$ cat config.mk
export PLATFORM = sky130hd
export DESIGN_NAME = sorted_max_priority_queue
export DESIGN_NICKNAME = d
export VERILOG_FILES = /design/src/rtl/smpq_pkg.sv /design/src/rtl/sorted_max_priority_queue.sv /design/src/rtl/smpq_cell.sv
export SDC_FILE = /design/constraint.sdc
export NUM_CORES = 2
export LEC_CHECK = 0
export BUFFER_PORTS_ARGS = -buffer_cell sky130_fd_sc_hd__buf_4
export CAP_MARGIN = 5
export CORE_MARGIN = 2
export CORE_UTILIZATION = 55
export CTS_CLUSTER_SIZE = 20
export DETAILED_ROUTE_END_ITERATION = 8
export HOLD_SLACK_MARGIN = 0.08
export PLACE_DENSITY_LB_ADDON = 0.25
export SYNTH_ARGS = -nofsm -noshare
export SYNTH_HDL_FRONTEND = slang
export SYNTH_SLANG_ARGS = --single-unit
$ cat constraint.sdc
create_clock -name clk -period 6.8 [get_ports clk]
set_input_delay 0.34 -clock clk [delete_from_list [all_inputs] [get_ports clk]]
set_output_delay 0.34 -clock clk [all_outputs]
set_load 0.05 [all_outputs]
$ cat src/rtl/smpq_pkg.sv
// Shared types and constants for the sorted max priority queue.
`default_nettype none
package smpq_pkg;

    localparam int DEFAULT_CAPACITY = 16;
    localparam int WORD_W           = 32;
    localparam int STATUS_W         = 2;
    localparam int COUNT_OUT_W      = 5;

    localparam logic [STATUS_W-1:0] STATUS_OK        = 2'd0;
    localparam logic [STATUS_W-1:0] STATUS_OVERFLOW  = 2'd1;
    localparam logic [STATUS_W-1:0] STATUS_UNDERFLOW = 2'd2;

    localparam logic MODE_INSERT = 1'b0;
    localparam logic MODE_REMOVE = 1'b1;

    // Per-cycle command broadcast to every cell.
    typedef struct packed {
        logic insert_en;
        logic remove_en;
    } cell_ctrl_t;

endpackage
`default_nettype wire

$ cat src/rtl/sorted_max_priority_queue.sv
// Top level of the sorted max priority queue: cell chain, count and result register.
// Result and done are registered and are on the ports in the cycle after acceptance.
// Throughput: one request per cycle, busy stays low; the receiver cannot stall.
// Reset (rst_n low, asynchronous) empties the queue and clears done; entry cells
// keep their contents, since only entries below the count are ever read.
`default_nettype none
module sorted_max_priority_queue
    import smpq_pkg::*;
#(
    parameter int CAPACITY = DEFAULT_CAPACITY
)
(
    input  wire                             clk,
    input  wire                             rst_n,
    input  wire                             start,
    output logic                            busy,
    input  wire                             mode,
    input  wire logic signed [WORD_W-1:0]   new_value,
    output logic                            done,
    output logic [STATUS_W-1:0]             status,
    output logic signed [WORD_W-1:0]        removed_value,
    output logic [COUNT_OUT_W-1:0]          count_after
);

    localparam int CNT_W = $clog2(CAPACITY + 1);
    localparam logic [CNT_W-1:0] CAP_CNT = CNT_W'(CAPACITY);

    // Queue fill count.
    logic [CNT_W-1:0] count_reg;
    logic [CNT_W-1:0] count_next;

    // Result registers.
    logic                      done_reg;
    logic [STATUS_W-1:0]       status_reg;
    logic [STATUS_W-1:0]       status_next;
    logic signed [WORD_W-1:0]  removed_reg;
    logic signed [WORD_W-1:0]  removed_next;
    logic [COUNT_OUT_W-1:0]    count_out_reg;

    logic       accept;
    logic       full;
    logic       empty;
    cell_ctrl_t ctrl;

    // Chain wiring.
    logic signed [WORD_W-1:0] cell_value [CAPACITY];
    logic                     cell_ge    [CAPACITY];

    assign busy   = 1'b0;
    assign accept = start && !busy;
    assign full   = (count_reg == CAP_CNT);
    assign empty  = (count_reg == '0);

    // Full inserts and empty removes leave the chain untouched.
    assign ctrl.insert_en = accept && (mode == MODE_INSERT) && !full;
    assign ctrl.remove_en = accept && (mode == MODE_REMOVE) && !empty;

    genvar gi;
    generate
        for (gi = 0; gi < CAPACITY; gi++)
        begin : g_cell
            logic                     occ;
            logic signed [WORD_W-1:0] lval;
            logic                     lge;
            logic signed [WORD_W-1:0] rval;

            assign occ = (CNT_W'(gi) < count_reg);

            if (gi == 0)
            begin : g_head
                // Head cell: the new value lands here if nothing ahead wins.
                assign lval = new_value;
                assign lge  = 1'b1;
            end
            else
            begin : g_body
                assign lval = cell_value[gi-1];
                assign lge  = cell_ge[gi-1];
            end

            if (gi == CAPACITY - 1)
            begin : g_tail
                assign rval = cell_value[gi];
            end
            else
            begin : g_mid
                assign rval = cell_value[gi+1];
            end

            smpq_cell u_cell (
                .clk         (clk),
                .ctrl        (ctrl),
                .new_value   (new_value),
                .occupied    (occ),
                .left_value  (lval),
                .left_ge     (lge),
                .right_value (rval),
                .value       (cell_value[gi]),
                .ge          (cell_ge[gi])
            );
        end
    endgenerate

    always_comb
    begin
        count_next   = count_reg;
        status_next  = STATUS_OK;
        removed_next = '0;
        if (mode == MODE_INSERT)
        begin
            if (full)
            begin
                status_next = STATUS_OVERFLOW;
            end
            else
            begin
                count_next = count_reg + CNT_W'(1);
            end
        end
        else
        begin
            if (empty)
            begin
                status_next = STATUS_UNDERFLOW;
            end
            else
            begin
                count_next   = count_reg - CNT_W'(1);
                removed_next = cell_value[0];
            end
        end
    end

    always_ff @(posedge clk or negedge rst_n)
    begin
        if (!rst_n)
        begin
            count_reg <= '0;
            done_reg  <= 1'b0;
        end
        else
        begin
            done_reg <= accept;
            if (accept)
            begin
                count_reg <= count_next;
            end
        end
    end

    // Payload side of the result, no reset needed.
    always_ff @(posedge clk)
    begin
        if (accept)
        begin
            status_reg    <= status_next;
            removed_reg   <= removed_next;
            count_out_reg <= COUNT_OUT_W'(count_next);
        end
    end

    assign done          = done_reg;
    assign status        = status_reg;
    assign removed_value = removed_reg;
    assign count_after   = count_out_reg;

endmodule
`default_nettype wire

$ cat src/rtl/smpq_cell.sv
// One storage cell of the sorted chain: holds an entry, shifts left or right.
`default_nettype none
module smpq_cell
    import smpq_pkg::*;
(
    input  wire                      clk,
    input  wire cell_ctrl_t          ctrl,
    input  wire logic signed [WORD_W-1:0] new_value,
    input  wire                      occupied,
    input  wire logic signed [WORD_W-1:0] left_value,
    input  wire                      left_ge,
    input  wire logic signed [WORD_W-1:0] right_value,
    output logic signed [WORD_W-1:0] value,
    output logic                     ge
);

    logic signed [WORD_W-1:0] value_reg;
    logic signed [WORD_W-1:0] value_next;

    // Entry stays put when it is >= the incoming value (equal values stay ahead).
    assign ge    = occupied && (value_reg >= new_value);
    assign value = value_reg;

    always_comb
    begin
        value_next = value_reg;
        if (ctrl.insert_en)
        begin
            if (!ge)
            begin
                value_next = left_ge ? new_value : left_value;
            end
        end
        else if (ctrl.remove_en)
        begin
            value_next = right_value;
        end
    end

    always_ff @(posedge clk)
    begin
        value_reg <= value_next;
    end

endmodule
`default_nettype wire
==> implementation parameters <==
Parameter                              Value

Outcome
  Run status    complete, no violations

Setup path
  Critical path's most frequent cell    buf_4
  Worst-path fanout max    18
  Crit path max-delay family    simple AND/OR/NAND/NOR gates
  CP max-delay cell    a211oi_4
  Biggest cell delay along the critical path    0.94 ns
  Sort of element at the end of the critical path    register
  Required @ worst endpoint    7.11 ns
  Startpoint of the lowest-slack register-to-register path    g_cell[7].u_cell.value[31]
  Startpoint type of the worst setup path    input port
  Worst Path Arrival    4.64 ns
  Launch point of the critical path    new_value[27]
  Critical path buffer and inverter count    3
  Type of the worst setup path    in2reg
  Cells along the critical path    buf_4, inv_1, ha_1, nand4_1, nor4_1, nand3_1, and4_1, a211oi_4, buf_4, mux2i_1, a21oi_1

Global routing
  Pin count of the biggest net entering global routing    202
  Global-route wire length before repair    169000 um
  Number of antenna violations at the first check in global routing    1
  Tot GR Track Use    29.4%
  Remaining global-route overflow    0
  Vias in the first global route    29203

STA
  Final Hold Fails    0
  Post-Route Skew    0.0196 ns
  Minimum clock period    4.32 ns
  Tcrit/Tclk final    63.6%
  Setup-violating endpoint count in the final report    0
  Unrepaired setup endpoints after global routing    false
  Post-layout worst setup margin    2.48 ns
  Number of pins exceeding their max-slew limit in the final report    0
  Actual transition at the worst max-transition pin    1.13 ns
  Sum of negative setup slack    0 ns
  Max frequency    0.231 GHz
  Worst slew margin relative to its limit    24.7%

Hold path
  Start point of the worst hold path    new_value[31]
  Hold crit path type    in2reg

Routing
  Drt first-iter violations    3042
  Vias after detailed routing    30373
  Total Wirelength    110000 um
  Detail Route Antenna Nets    0
  Drt via density    6.37
  Detailed-route wire length per cell    23.0 um
  DRC    0
  First drt pass iteration count    6

Synthesis
  Area share of the leading cell type in the synthesized netlist    42.3%
  Syn Inst Count    3812
  Top FF cell, synth    edfxtp_1
  Per-instance average area after synthesis    10.3 um2
  Sequential-to-total area share from yosys stat    42.7%
  Number of synthesized flops with an enable pin    551
  Synthesis-stage register bit count    557
  Count of yosys warnings during synthesis    0
  Top cells by area, synth    edfxtp_1 (42%), ha_1 (16%), mux2i_1 (9.5%)
  Top cell types by occurrence after synthesis    a21oi_1 (621), edfxtp_1 (551), ha_1 (515)
  Most frequent cell after synthesis    a21oi_1
  Largest area contributor in the netlist    edfxtp_1
  Fraction of registers with async set or reset after synthesis    1.08%
  Cell area after synthesis    39100 um2
  Post-synth net total    4363
  Library cells used by synthesis    69

Layout
  Syn-to-layout area delta    9.05%
  Fill count    5859
  Max reg flops    512
  Layout cells sized above 1    7.94%
  Nets    4326

Placement
  IO Port Bufs    75
  Half-perimeter wire length of the detailed placement result    78700 um
  Global placement routability congestion    0.927
  Post-placement worst setup slack    2.03 ns

Clock network
  Number of H-tree branching levels    3
  Clock slew at reported path FFs    0.06 ns
  Maximum number of buffers from clock root to sink    3
  Clock latency on the worst-skew pair    0.62 ns
  Clock root buffer    clkbuf_16
  Number of gates resized after CTS    0
  Number of buffers inserted during clock tree synthesis    68
  TritonCTS clock tree    built
  Number of clock sinks seen by CTS    557

Floorplanning
  IO Count    77
  Width of the die    271 um
  Core area    70100 um2
  Die Y-Extent    271 um
  Initial Util    55.7%
  Cell row count    97
  Total die area    73200 um2

Power and ir drop
  Peak ir drop on the vdd network    0.000297 V
  Power density over the cells    357 nW/um2
  Leak Pwr    17.4 nW

Flow run
  Max-cap violation count    0
==> cell type report <==
class | count | area (um2) | share of cell area [%]
inverters | 62 | 233 | 0.546
flip-flops and latches | 557 | 16700 | 39.2
clock inverters | 37 | 323 | 0.757
repair buffers | 120 | 971 | 2.28
multi-input cells | 2966 | 21400 | 50.2
diodes | 1 | 2.50 | 0.00587
well taps | 940 | 1180 | 2.76
clock buffers | 85 | 1830 | 4.29
==> power by group <==
| part | internal (mW) | total, mW | switching [mW] | leakage, nW |
|---|---|---|---|---|
| Sequential | 4.96 | 5.72 | 0.757 | 5.32 |
| Combinational | 2.30 | 5.91 | 3.61 | 11.0 |
| Clock | 2.10 | 3.59 | 1.50 | 1.07 |
| Total | 9.36 | 15.2 | 5.86 | 17.4 |
==> cells in the final DEF, fill, tap and decap left out, types with 33 or more instances in the layout <==
master / count
nand4_1: 147
a31oi_1: 42
mux2_2: 35
edfxtp_1: 551
clkbuf_16: 70
a21o_1: 46
o21ai_1: 43
o211ai_1: 50
and2_1: 33
a21oi_1: 620
nor2_1: 459
mux2i_1: 372
nand2_1: 194
buf_4: 112
nand3_1: 84
o21ai_0: 50
ha_1: 515
inv_1: 62
==> final timing paths <==
| path | to | slack (ns) | cells after the start |
|---|---|---|---|
| max in group asynchronous | count_reg[4] | 5.91 | 3 |
| worst min-delay path | g_cell[15].u_cell.value[31] | 0.19 | 2 |
| min in group asynchronous | count_reg[0] | 0.68 | 3 |
| worst max-delay path | g_cell[8].u_cell.value[20] | 2.48 | 11 |
| worst min register to register | removed_value[0] | 0.56 | 1 |
| worst max register to register | g_cell[8].u_cell.value[20] | 2.49 | 9 |
==> worst reg2reg max path: stages (launching register included) <==
cell	delay (ns)
edfxtp_1	0.44
ha_1	0.40
nand4_1	0.18
nor4_1	0.79
nand3_1	0.14
and4_1	0.27
a211oi_4	0.94
buf_4	0.47
mux2i_1	0.27
a21oi_1	0.10
==> per-layer routing <==
layer,GRT usage [%],wire (um),share of wire [%]
met5,0,0,0
met4,11.7,4210,3.8
met3,4.78,8650,7.9
met2,46.6,49300,45
met1,40.2,47600,43
==> stage by stage <==
stage	instance area [um2]	hold WS [ns]	std cells	total power [mW]	util, %
5_1_grt	42600	0.184	4768	16.0	60.8
4_1_cts	42600	0.156	4767	15.1	60.8
6_report	42600	0.191	4768	15.2	60.8
3_3_place_gp	40400	0.153	4642	11.4	57.7
2_1_floorplan	39100	0.0444	3812	9.79	-
3_5_place_dp	40400	0.152	4642	11.6	57.7
==> logic make-up after synthesis <==
| kind of cell | after synthesis | share of synthesized area (%) |
|---|---|---|
| AO/OA/AOI/OAI | 1021 | 15.4 |
| AND/OR/NAND/NOR | 1020 | 11.9 |
| multiplexers | 407 | 10.5 |
| other | 1 | 0.00959 |
| flip-flops | 557 | 42.7 |
| XOR/XNOR | 2 | 0.0448 |
| adder cells (fa/ha/maj) | 515 | 16.5 |
| buffers and inverters | 289 | 2.94 |
==> timing repair <==
action,in CTS,in global routing
buffers inserted,0,0
hold buffers,3,0
hold endpoints to repair,7,0
No activity file was read; power rests on OpenSTA's default activity.
